==> config.mk <==
export PLATFORM = sky130hd
export DESIGN_NAME = latlon_geocode_url_prefix
export DESIGN_NICKNAME = d
export VERILOG_FILES = /design/src/lgu_pkg.sv /design/src/latlon_geocode_url_prefix.sv
export SDC_FILE = /design/constraint.sdc
export NUM_CORES = 2
export LEC_CHECK = 0
export ABC_AREA = 1
export BUFFER_PORTS_ARGS = -buffer_cell sky130_fd_sc_hd__clkbuf_2
export CAP_MARGIN = 20
export CORE_ASPECT_RATIO = 1.5
export CORE_UTILIZATION = 36
export CTS_CLUSTER_DIAMETER = 80
export DETAILED_ROUTE_END_ITERATION = 10
export PLACE_DENSITY_LB_ADDON = 0.12
export SLEW_MARGIN = 20
export SYNTH_ARGS = -nofsm -noshare
export SYNTH_HDL_FRONTEND = slang
export SYNTH_SLANG_ARGS = --single-unit
export TNS_END_PERCENT = 30
==> constraint.sdc <==
create_clock -name clk -period 8.3 [get_ports clk]
set_input_delay 1.66 -clock clk [delete_from_list [all_inputs] [get_ports clk]]
set_output_delay 1.66 -clock clk [all_outputs]
set_load 0.01 [all_outputs]
==> src/lgu_pkg.sv <==
`timescale 1ns / 1ps
// shared constants, character tables and divide-by-45 helpers for the url prefix block
// no dependencies

package lgu_pkg;

	localparam int unsigned COORD_BITS_DEF      = 30;
	localparam int unsigned MAX_POINT_CHARS_DEF = 10;
	localparam logic [3:0]  POINT_CHARS_RST     = 4'd9;

	// one degree is 2^22 units
	localparam logic signed [33:0] LAT_HALF  = 34'sd377487360;   // 90 deg
	localparam logic signed [33:0] LON_HALF  = 34'sd754974720;   // 180 deg
	localparam logic signed [33:0] LON_WRAP  = 34'sd2264924160;  // 540 deg

	localparam logic [15:0] ZOOM_LO = 16'd1024;
	localparam logic [15:0] ZOOM_HI = 16'd5056;
	localparam logic [5:0]  ZOOM_MAX_CODE = 6'd63;

	// span divisors are 45 * 2^k, the power of two is taken apart by shifts
	localparam int unsigned DIV45      = 45;
	localparam logic [5:0]  DIV45_6    = 6'd45;
	localparam int unsigned RECIP_SHIFT = 37;
	localparam logic [31:0] RECIP45    = 32'((64'd1 << RECIP_SHIFT) / DIV45 + 64'd1);

	localparam logic [31:0] LAT_BIAS = 32'd16777216;  // 2^24
	localparam logic [31:0] LON_BIAS = 32'd33554432;  // 2^25

	// character positions inside one prefix
	localparam int unsigned SCHEME_LEN = 6;
	localparam int unsigned ZOOM_POS   = 6;

	typedef logic [31:0] frac_tab_t [64];

	// floor(2*b*(2^cb-1)/45) for each remainder b
	function automatic frac_tab_t lat_frac_tab(input int cb);
		frac_tab_t t;
		longint unsigned m;
		m = (64'd1 << cb) - 64'd1;
		for (int b = 0; b < 64; b++) begin
			if (b < 45) t[b] = 32'((64'(b) * 64'd2 * m) / DIV45);
			else t[b] = '0;
		end
		return t;
	endfunction

	// floor(b*2^(cb+1)/45) for each remainder b
	function automatic frac_tab_t lon_frac_tab(input int cb);
		frac_tab_t t;
		for (int b = 0; b < 64; b++) begin
			if (b < 45) t[b] = 32'((64'(b) << (cb + 1)) / DIV45);
			else t[b] = '0;
		end
		return t;
	endfunction

	// url-safe base64 alphabet
	function automatic logic [6:0] b64_char(input logic [5:0] v);
		logic [6:0] c;
		case (v) inside
			[6'd0:6'd25]:  c = 7'd65 + 7'(v);
			[6'd26:6'd51]: c = 7'd71 + 7'(v);
			[6'd52:6'd61]: c = 7'(v) - 7'd4;
			6'd62:         c = 7'd45;
			default:       c = 7'd95;
		endcase
		return c;
	endfunction

	// fixed scheme text ahead of the zoom character
	function automatic logic [6:0] scheme_char(input logic [2:0] pos);
		logic [6:0] c;
		case (pos)
			3'd0:    c = 7'h67;
			3'd1:    c = 7'h65;
			3'd2:    c = 7'h30;
			3'd3:    c = 7'h3a;
			3'd4:    c = 7'h2f;
			3'd5:    c = 7'h2f;
			default: c = 7'h00;
		endcase
		return c;
	endfunction

endpackage

==> src/latlon_geocode_url_prefix.sv <==
`timescale 1ns / 1ps
// url prefix generator: five-stage coordinate pipeline and a character serializer
// depends on lgu_pkg

// Each request (latitude, longitude, zoom) produces 7 + point_chars ASCII characters, one
// per cycle on the output channel while out_ready is high, the last one flagged by
// last_char: 16 characters at the default point_chars of 9. The character serializer at
// the end limits throughput; the five coordinate stages ahead of it take a new request
// every cycle unless stalled, and the serializer picks up the next request in the same
// cycle as it registers the last character of the previous one, so back-to-back requests
// stream without gaps. Latitudes beyond +-90 clamp, longitudes wrap into [-180,180).
// point_chars (cfg_wr_data) is to be written by the user only while no request is in flight,
// which the block does not enforce; values above MAX_POINT_CHARS behave as MAX_POINT_CHARS.
module latlon_geocode_url_prefix #(
	parameter int unsigned COORD_BITS      = lgu_pkg::COORD_BITS_DEF,
	parameter int unsigned MAX_POINT_CHARS = lgu_pkg::MAX_POINT_CHARS_DEF
) (
	input  logic               clk,
	input  logic               arst_n,
	input  logic               cfg_wr_en,
	input  logic [3:0]         cfg_wr_data,
	input  logic               in_valid,
	output logic               in_ready,
	input  logic signed [31:0] latitude,
	input  logic signed [31:0] longitude,
	input  logic [15:0]        zoom_level,
	output logic               out_valid,
	input  logic               out_ready,
	output logic [6:0]         char_code,
	output logic               last_char
);

	localparam int unsigned CB    = COORD_BITS;
	localparam int unsigned AW    = CB + 27;
	localparam int unsigned SW    = CB + 28;
	localparam int unsigned W     = 3 * MAX_POINT_CHARS;
	localparam int unsigned IDX_W = $clog2(MAX_POINT_CHARS + 7);

	localparam lgu_pkg::frac_tab_t LAT_FRAC = lgu_pkg::lat_frac_tab(COORD_BITS);
	localparam lgu_pkg::frac_tab_t LON_FRAC = lgu_pkg::lon_frac_tab(COORD_BITS);

	// ---------------- configuration
	logic [3:0] point_chars_q;

	always_ff @(posedge clk or negedge arst_n) begin
		if (!arst_n) begin
			point_chars_q <= lgu_pkg::POINT_CHARS_RST;
		end else if (cfg_wr_en) begin
			point_chars_q <= cfg_wr_data;
		end
	end

	// ---------------- stage handshake
	logic v_s1, v_s2, v_s3, v_s4, v_s5;
	logic rdy1, rdy2, rdy3, rdy4, rdy5;
	logic ser_ready;

	assign rdy5     = !v_s5 || ser_ready;
	assign rdy4     = !v_s4 || rdy5;
	assign rdy3     = !v_s3 || rdy4;
	assign rdy2     = !v_s2 || rdy3;
	assign rdy1     = !v_s1 || rdy2;
	assign in_ready = rdy1;

	always_ff @(posedge clk or negedge arst_n) begin
		if (!arst_n) begin
			v_s1 <= 1'b0;
			v_s2 <= 1'b0;
			v_s3 <= 1'b0;
			v_s4 <= 1'b0;
			v_s5 <= 1'b0;
		end else begin
			if (rdy1) v_s1 <= in_valid;
			if (rdy2) v_s2 <= v_s1;
			if (rdy3) v_s3 <= v_s2;
			if (rdy4) v_s4 <= v_s3;
			if (rdy5) v_s5 <= v_s4;
		end
	end

	// ---------------- stage 1: offset, clamp flags, longitude wrap, zoom code
	logic signed [33:0] lat_ext, lon_ext;
	logic signed [33:0] lat_off, lon_mid, lon_lo, lon_hi;
	logic [15:0]        zdiff;
	logic [5:0]         zcode;

	logic [30:0] lat_n_s1, lon_p_s1;
	logic        lat_lo_s1, lat_hi_s1;
	logic [5:0]  zcode_s1;

	assign lat_ext = {{2{latitude[31]}}, latitude};
	assign lon_ext = {{2{longitude[31]}}, longitude};
	assign lat_off = lat_ext + lgu_pkg::LAT_HALF;
	assign lon_mid = lon_ext + lgu_pkg::LON_HALF;
	assign lon_lo  = lon_ext + lgu_pkg::LON_WRAP;
	assign lon_hi  = lon_ext - lgu_pkg::LON_HALF;
	assign zdiff   = zoom_level - lgu_pkg::ZOOM_LO;

	always_comb begin
		if (zoom_level <= lgu_pkg::ZOOM_LO) zcode = '0;
		else if (zoom_level >= lgu_pkg::ZOOM_HI) zcode = lgu_pkg::ZOOM_MAX_CODE;
		else zcode = zdiff[11:6];
	end

	always_ff @(posedge clk) begin
		if (rdy1 && in_valid) begin
			lat_lo_s1 <= lat_ext < -lgu_pkg::LAT_HALF;
			lat_hi_s1 <= lat_ext > lgu_pkg::LAT_HALF;
			lat_n_s1  <= (lat_ext < -lgu_pkg::LAT_HALF || lat_ext > lgu_pkg::LAT_HALF) ?
				'0 : lat_off[30:0];
			if (lon_ext < -lgu_pkg::LON_HALF) lon_p_s1 <= lon_lo[30:0];
			else if (lon_ext >= lgu_pkg::LON_HALF) lon_p_s1 <= lon_hi[30:0];
			else lon_p_s1 <= lon_mid[30:0];
			zcode_s1 <= zcode;
		end
	end

	// ---------------- stage 2: reciprocal multiply for the quotient by 45
	logic [62:0] lat_prod_s2, lon_prod_s2;
	logic [5:0]  lat_nlo_s2, lon_plo_s2;
	logic        lat_lo_s2, lat_hi_s2;
	logic [5:0]  zcode_s2;

	always_ff @(posedge clk) begin
		if (rdy2 && v_s1) begin
			lat_prod_s2 <= {32'd0, lat_n_s1} * {31'd0, lgu_pkg::RECIP45};
			lon_prod_s2 <= {32'd0, lon_p_s1} * {31'd0, lgu_pkg::RECIP45};
			lat_nlo_s2  <= lat_n_s1[5:0];
			lon_plo_s2  <= lon_p_s1[5:0];
			lat_lo_s2   <= lat_lo_s1;
			lat_hi_s2   <= lat_hi_s1;
			zcode_s2    <= zcode_s1;
		end
	end

	// ---------------- stage 3: quotient and remainder (remainder fits in 6 bits)
	logic [25:0] lat_a, lon_a;
	logic [5:0]  lat_a45, lon_a45;

	logic [25:0] lat_a_s3, lon_a_s3;
	logic [5:0]  lat_b_s3, lon_b_s3;
	logic        lat_lo_s3, lat_hi_s3;
	logic [5:0]  zcode_s3;

	assign lat_a   = lat_prod_s2[62:37];
	assign lon_a   = lon_prod_s2[62:37];
	assign lat_a45 = 6'(lat_a[5:0] * lgu_pkg::DIV45_6);
	assign lon_a45 = 6'(lon_a[5:0] * lgu_pkg::DIV45_6);

	always_ff @(posedge clk) begin
		if (rdy3 && v_s2) begin
			lat_a_s3  <= lat_a;
			lon_a_s3  <= lon_a;
			lat_b_s3  <= lat_nlo_s2 - lat_a45;
			lon_b_s3  <= lon_plo_s2 - lon_a45;
			lat_lo_s3 <= lat_lo_s2;
			lat_hi_s3 <= lat_hi_s2;
			zcode_s3  <= zcode_s2;
		end
	end

	// ---------------- stage 4: scaled quotient and remainder fraction
	logic [AW-1:0] lat_am2_s4;
	logic [25:0]   lon_a_s4;
	logic [31:0]   lat_frac_s4, lon_frac_s4;
	logic          lat_lo_s4, lat_hi_s4;
	logic [5:0]    zcode_s4;

	always_ff @(posedge clk) begin
		if (rdy4 && v_s3) begin
			// 2*a*(2^cb - 1)
			lat_am2_s4  <= {lat_a_s3, {(CB + 1){1'b0}}} - AW'({lat_a_s3, 1'b0});
			lat_frac_s4 <= LAT_FRAC[lat_b_s3] + lgu_pkg::LAT_BIAS;
			lon_a_s4    <= lon_a_s3;
			lon_frac_s4 <= LON_FRAC[lon_b_s3] + lgu_pkg::LON_BIAS;
			lat_lo_s4   <= lat_lo_s3;
			lat_hi_s4   <= lat_hi_s3;
			zcode_s4    <= zcode_s3;
		end
	end

	// ---------------- stage 5: final sums, clamp and wrap-around select
	logic [SW-1:0] lat_sum, lon_sum;
	logic [CB:0]   lon_q;

	logic [CB-1:0] lat_code_s5, lon_code_s5;
	logic [5:0]    zcode_s5;

	assign lat_sum = SW'(lat_am2_s4) + SW'(lat_frac_s4);
	assign lon_sum = SW'({lon_a_s4, {(CB + 1){1'b0}}}) + SW'(lon_frac_s4);
	assign lon_q   = lon_sum[CB + 26:26];

	always_ff @(posedge clk) begin
		if (rdy5 && v_s4) begin
			if (lat_lo_s4) lat_code_s5 <= '0;
			else if (lat_hi_s4) lat_code_s5 <= '1;
			else lat_code_s5 <= lat_sum[CB + 24:25];
			// a full turn maps back to zero
			lon_code_s5 <= lon_q[CB] ? '0 : lon_q[CB-1:0];
			zcode_s5    <= zcode_s4;
		end
	end

	// ---------------- character serializer
	logic               busy_q;
	logic [IDX_W-1:0]   idx_q, last_idx_q;
	logic [W-1:0]       lat_sh_q, lon_sh_q;
	logic [5:0]         zc_q;
	logic               out_valid_q;
	logic [6:0]         char_code_q;
	logic               last_char_q;

	logic               out_load, last_now, ser_load;
	logic [3:0]         n_sat;
	logic [CB+W-1:0]    lat_ext_code, lon_ext_code;
	logic [5:0]         pt_val;
	logic [6:0]         cur_char;

	assign out_load  = busy_q && (!out_valid_q || out_ready);
	assign last_now  = idx_q == last_idx_q;
	assign ser_ready = !busy_q || (out_load && last_now);
	assign ser_load  = ser_ready && v_s5;

	assign n_sat = (point_chars_q > 4'(MAX_POINT_CHARS)) ? 4'(MAX_POINT_CHARS) : point_chars_q;
	// code aligned so its top bit leads the window, zero bits below its lsb
	assign lat_ext_code = {lat_code_s5, {W{1'b0}}};
	assign lon_ext_code = {lon_code_s5, {W{1'b0}}};

	assign pt_val = {lat_sh_q[W-1], lon_sh_q[W-1], lat_sh_q[W-2], lon_sh_q[W-2],
		lat_sh_q[W-3], lon_sh_q[W-3]};

	always_comb begin
		if (idx_q < IDX_W'(lgu_pkg::SCHEME_LEN)) cur_char = lgu_pkg::scheme_char(idx_q[2:0]);
		else if (idx_q == IDX_W'(lgu_pkg::ZOOM_POS)) cur_char = lgu_pkg::b64_char(zc_q);
		else cur_char = lgu_pkg::b64_char(pt_val);
	end

	always_ff @(posedge clk or negedge arst_n) begin
		if (!arst_n) begin
			busy_q      <= 1'b0;
			idx_q       <= '0;
			out_valid_q <= 1'b0;
		end else begin
			if (ser_load) begin
				busy_q <= 1'b1;
				idx_q  <= '0;
			end else if (out_load) begin
				if (last_now) busy_q <= 1'b0;
				idx_q <= idx_q + 1'b1;
			end
			if (out_load) out_valid_q <= 1'b1;
			else if (out_ready) out_valid_q <= 1'b0;
		end
	end

	always_ff @(posedge clk) begin
		if (ser_load) begin
			lat_sh_q   <= lat_ext_code[CB+W-1 -: W];
			lon_sh_q   <= lon_ext_code[CB+W-1 -: W];
			zc_q       <= zcode_s5;
			last_idx_q <= IDX_W'(lgu_pkg::SCHEME_LEN) + IDX_W'(n_sat);
		end else if (out_load && idx_q > IDX_W'(lgu_pkg::ZOOM_POS)) begin
			lat_sh_q <= lat_sh_q << 3;
			lon_sh_q <= lon_sh_q << 3;
		end
		if (out_load) begin
			char_code_q <= cur_char;
			last_char_q <= last_now;
		end
	end

	assign out_valid = out_valid_q;
	assign char_code = char_code_q;
	assign last_char = last_char_q;

	// ---------------- assertions
	a_rem_range: assert property (@(posedge clk) disable iff (!arst_n)
		v_s3 |-> (lat_b_s3 < lgu_pkg::DIV45_6) && (lon_b_s3 < lgu_pkg::DIV45_6))
		else $error("remainder by 45 out of range");

	a_idx_bound: assert property (@(posedge clk) disable iff (!arst_n)
		busy_q |-> idx_q <= last_idx_q)
		else $error("character index past end of prefix");

	a_after_last: assert property (@(posedge clk) disable iff (!arst_n)
		(out_load && last_now) |=> (!busy_q || idx_q == '0))
		else $error("serializer did not restart after last character");

	a_stall_hold: assert property (@(posedge clk) disable iff (!arst_n)
		(v_s5 && !ser_ready) |=> (v_s5 && $stable(lat_code_s5) && $stable(lon_code_s5)))
		else $error("stalled request lost in last stage");

endmodule

After elaboration in Yosys (flattened, before gate mapping)
Memories as Yosys holds them, arrays and structs flattened.
Cells that the tools add are included.

storage, ports and cells
  register bits after elaboration = 602
  memory bits (read-only) = 4096
  bits of input ports = 89
  output and inout bits = 10
  word-level logic and storage cells = 172
  memories = 2

cells by class
  add/sub/neg operators = 20
  multipliers = 4
  $lt $le $gt $ge = 23
  eq/ne operators = 9
  multiplexer cells = 31
  bitwise gates (word level) = 2
  reduce and logical (&&, ||, !) cells = 37

memory list
  memory            depth  width  rd ports  clocked after memory_dff  write ports  RTL line                          source
  (name not given)  64     32     1         0                         0            latlon_geocode_url_prefix.sv:175  lon_frac_s4 <= LON_FRAC[lon_b_s3] + lgu_pkg::LON_BIAS;
  (name not given)  64     32     1         0                         0            latlon_geocode_url_prefix.sv:173  lat_frac_s4 <= LAT_FRAC[lat_b_s3] + lgu_pkg::LAT_BIAS;

operators by type and width
  cell                      count
  $mux W30                  5
  $mux W32                  4
  $mul A31 B32 Y63 const B  2
  $mux W7                   10
  $mux W31                  2
  $add A57 B32 Y57          1
  $add A55 B32 Y55          1
  $sub A55 B27 Y55          1
  $pmux W7 S5               1
  $add A32 B25 Y32 const B  1
  $add A32 B26 Y32 const B  1
  $ge A32 B31 Y1 const B    1
  $gt A32 B30 Y1 const B    1
  $lt A32 B30 Y1 const B    1
  $lt A32 B31 Y1 const B    1
  $add A31 B28 Y31 const B  1
  $add A31 B30 Y31 const B  1
  $add A31 B31 Y31 const B  1
  $sub A31 B31 Y31 const B  1
  $add A7 B6 Y7 const A     4
  $le A6 B6 Y1 const B      4
  $ge A16 B13 Y1 const B    1
  $le A16 B11 Y1 const B    1
  $logic_and A1 B1 Y1       15
  other kinds (31)          64

Logic depth before layout (Yosys ltp)
  depth in word-level cells = 11
  depth in mapped cells = 29
  mapped depth without buffers = 29

Least setup slack after synthesis
No wires, ideal clock.

  path type = input to register
  from = in out_ready
  to = reg lat_sh_q[0] (enable)
  setup time = 561 ps
  arrival = 6489 ps
  data required time = 7739 ps
  slack = 1250 ps
  cell stages on the path = 4
  path buffers = 0
  path through = inv_1 -> a21oi_2 -> inv_1 -> o21ai_0

between the ends
  longest elaborated chain between the ends = 6
  elaborated cells on any way between the ends = 7
  those cells by class = reduce/logical: 7

ends and longest elaborated chain
  element                         RTL line                          source
  start: declaration              latlon_geocode_url_prefix.sv:28   input logic out_ready,
  $logic_or A1 B1 Y1 *            latlon_geocode_url_prefix.sv:219  assign out_load = busy_q && (!out_valid_q || out_ready);
  $logic_and A1 B1 Y1 *           latlon_geocode_url_prefix.sv:219
  via out_load                    latlon_geocode_url_prefix.sv:213  logic out_load, last_now, ser_load;
  $logic_and A1 B1 Y1             latlon_geocode_url_prefix.sv:221  assign ser_ready = !busy_q || (out_load && last_now);
  $logic_or A1 B1 Y1              latlon_geocode_url_prefix.sv:221
  $logic_and A1 B1 Y1             latlon_geocode_url_prefix.sv:222  assign ser_load = ser_ready && v_s5;
  $reduce_bool A2 Y1 (no line) *  -
  end signal: assignment          latlon_geocode_url_prefix.sv:258  lat_sh_q <= lat_ext_code[CB+W-1 -: W];
  end signal: assignment          latlon_geocode_url_prefix.sv:263  lat_sh_q <= lat_sh_q << 3;
  end: declaration                latlon_geocode_url_prefix.sv:207  logic [W-1:0] lat_sh_q, lon_sh_q;

The timed path passes the listed nets; every way through them passes the cells marked *.
A chain may end at the register's enable or synchronous reset.

Final worst setup path
  from = reg lon_p_s1[5]
  to = reg lon_prod_s2[42] (data pin)

between the ends
  longest elaborated chain between the ends = 1

ends and longest elaborated chain
  element                   RTL line                          source
  start: declaration        latlon_geocode_url_prefix.sv:87   logic [30:0] lat_n_s1, lon_p_s1;
  start signal: assignment  latlon_geocode_url_prefix.sv:111  if (lon_ext < -lgu_pkg::LON_HALF) lon_p_s1 <= lon_lo[30:0];
  start signal: assignment  latlon_geocode_url_prefix.sv:112  else if (lon_ext >= lgu_pkg::LON_HALF) lon_p_s1 <= lon_hi[30:0];
  start signal: assignment  latlon_geocode_url_prefix.sv:113  else lon_p_s1 <= lon_mid[30:0];
  $mul A31 B32 Y63          latlon_geocode_url_prefix.sv:127  lon_prod_s2 <= {32'd0, lon_p_s1} * {31'd0, lgu_pkg::RECIP45};
  end signal: assignment    latlon_geocode_url_prefix.sv:127
  end: declaration          latlon_geocode_url_prefix.sv:119  logic [62:0] lat_prod_s2, lon_prod_s2;

Every way passes these cells.

==> flow_summary.toml <==
[clock_network]
cts_sinks = 494
cts_resized = 0
cts_root_buf = "clkbuf_16"
clk_pin_slew_ps = 70
cts_tree = "built"
post_cts_buffers = 0
htreeDepth = 2
cts_buffers = 56
hold_buffers = 0
clockBufferDepth = 3
clock_latency_ps = 700

[place]
hpwlAfterDp_um = 145000
portBuffers = 98
place.gp.congestion = 0.987
place_inst = 8613

[sta]
tightest_slew_ps = 1020
fin_setup_tns_ps = 0
setup_viol = 0
layout_min_cycle_time_ps = 6980
finalMaxSlewViolations = 0
maxSlewHeadroom_pct = 31.7
finalHoldViolCount = 0
finalClockSkew_ps = 41.7
finalCritPeriodShare_pct = 84.1
max_freq_ghz = 0.143
rsz0062_at_grt = "no"

[global_routing]
overflow = 0
antenna_found_initial = 5
grt_max_degree = 71
grt_usage_pct = 21.5
grt_pass1_wl_um = 254000
grt_pass1_vias = 44200

[floorplanning]
initial_core_util_pct = 36.3
top_level_ports = 99
die_area_um2 = 157000
row_count = 176
core_region_area_um2 = 154000
die_x_um = 324
die_h_um = 484

[logic_synthesis]
synthCells = 6495
yosys_warnings = 0
synth_seq_cells = 494
synthArstFlopShare_pct = 3.24
synth_edf_count = 478
synth_cell_types = 61
synth.net_count = 7916
yosysSeqAreaShare_pct = 26.4
yosysTopAreaCell = "edfxtp_1"
avgSynthCellArea_um2 = 8.59
synth_ff_type = "edfxtp_1"
synthTopCellsByArea = "edfxtp_1, fa_1, ha_1, inv_1, nand2_1"
synth_top_area_share_pct = 25.7
synth_area_um2 = 55800

[drt]
vias = 40800
first_iter_violations = 1811
dr.pass1.iters = 5
drc_errors = 0
drtAntennaViolNets = 0
viasPerCell = 4.68
routedWlPerCell_um = 18.9
wirelength_um = 165000

[setup_path]
rr_endpoint = "lon_prod_s2[42]"
crit_family = "adder cells"
max_stage_delay_ps = 620
arrival_ps = 7440
worstSetupStartpointType = "flop"
endpoint_kind = "flop"
path_buf_inv = 6
worst-path-max-fanout = 7
r2r_start = "lon_p_s1[5]"
worst_r2r_path_depth = 24
crit_chain = "ha_1 -> inv_1 -> fa_1 -> inv_1 -> ha_1 -> inv_1 -> fa_1 -> fa_1 -> inv_1 -> fa_1 -> fa_1 -> inv_1 -> fa_1 -> inv_1 -> ha_1 -> nand2_1 -> nor2_1 -> nand2_1 -> nor2_1 -> o21ai_0 -> o211ai_1 -> nand2_1 -> nand3_1 -> nand2_1"
timing.reg2reg.setup_slack_ps = 1320
cp_slowest_cell = "edfxtp_1"
critPathRequiredTime_ps = 8750
worstSetupPathType = "flop to flop"

[final_layout]
fin_nets = 8045
drive_above_1_share_pct = 4.15
final_cell_mix = "inv_1, nand2_1, ha_1"
layout_commonest_cell = "inv_1"
fill_cells = 15900
fin_util_pct = 39.5
syn_to_final_growth_pct = 8.76
final_cells = 8720

[status]
status = "finished, final reports clean"

[worst_hold_path]
holdPathEnd = "lon_a_s3[21]"
holdPathStages = 0
hp-start = "lon_prod_s2[58]"
min_path_type = "flop to flop"

[run]
max-cap-violations = 0
==> state kept, by name (all words and copies together), names as in the netlist, 26 cells and up <==
signal,flops
lat_a_s3,26
lon_p_s1,31
lon_sh_q,30
lon_code_s5,30
lat_n_s1,31
lat_sh_q,30
lat_code_s5,30
lon_prod_s2,27
lon_a_s3,26
lon_a_s4,26
lat_prod_s2,27
lat_am2_s4,54
==> logic make-up (layout without fill, tap and decap cells) <==
logic type                 count (synthesis)  after routing  synth area share [%]
muxes                                      1              1                0.0202
buffers and inverters                   1680           1856                  11.4
adders and majority gates               1332           1332                  37.9
AOI/OAI and AO/OA                        510            510                  4.98
and+or+nand+nor                         2377           2377                  17.7
xor gates and xnor gates                 100            100                  1.58
other                                      1              3               0.00672
DFF                                      494            494                  26.4
==> cell type report <==
type | instances | area, um^2 | area share, %
sequential | 494 | 14800 | 24.3
inverter | 1643 | 6170 | 10.2
clock buffer | 69 | 1490 | 2.45
clock inverter | 36 | 443 | 0.730
timing repair buffer | 108 | 566 | 0.932
antenna | 2 | 5.00 | 0.00824
multi-input combinational | 4321 | 34700 | 57.2
tap | 2047 | 2560 | 4.22
==> worst max-delay path by stage <==
| stage | start | cells after the start | endpoint |
|---|---|---|---|
| finish | lon_p_s1[5] | 24 | lon_prod_s2[42] |
| global route | lon_p_s1[28] | 24 | lon_prod_s2[56] |
| CTS | lon_p_s1[7] | 24 | lon_prod_s2[42] |
| detailed placement | lon_p_s1[5] | 24 | lon_prod_s2[42] |
| global placement | lon_p_s1[5] | 24 | lon_prod_s2[42] |
| floorplan | out_ready | 4 | lat_sh_q[0] |
==> cell usage after synthesis, drive strengths merged, types with 11 or more instances <==
master,number
xnor2,27
or2,11
nand4,60
nand3,299
a21oi,250
o21ai,175
nor4,17
fa,595
o21bai,23
buf,28
xor2,73
ha,737
dfrtp,14
nor2,520
inv,1641
edfxtp,478
nand2,1390
nor3,62
==> metal layers <==
metal | share of wire [%] | GRT usage, % | wire (um) | up-vias
met3 | 2.4 | 1.70 | 3890 | 237
met2 | 54 | 41.6 | 88700 | 612
met5 | 0.013 | 0 | 22 | -
met1 | 40 | 24.2 | 65600 | 19400
li1 | - | - | - | 20500
met4 | 3.9 | 7.60 | 6490 | 4
==> through the flow <==
stage | hold WS [ps] | setup slack (ps) | instance area (um^2)
after CTS | 419 | 1370 | 60700
after global placement | 401 | 1380 | 58800
after detailed placement | 405 | 1380 | 58800
after global routing | 418 | 1040 | 60700
after floorplan | 400 | 1250 | 55800
final | 416 | 1320 | 60700
Power is left out: the tool's default activity adds up to more than one toggle a clock period on the data nets, which glitch-free logic cannot reach.
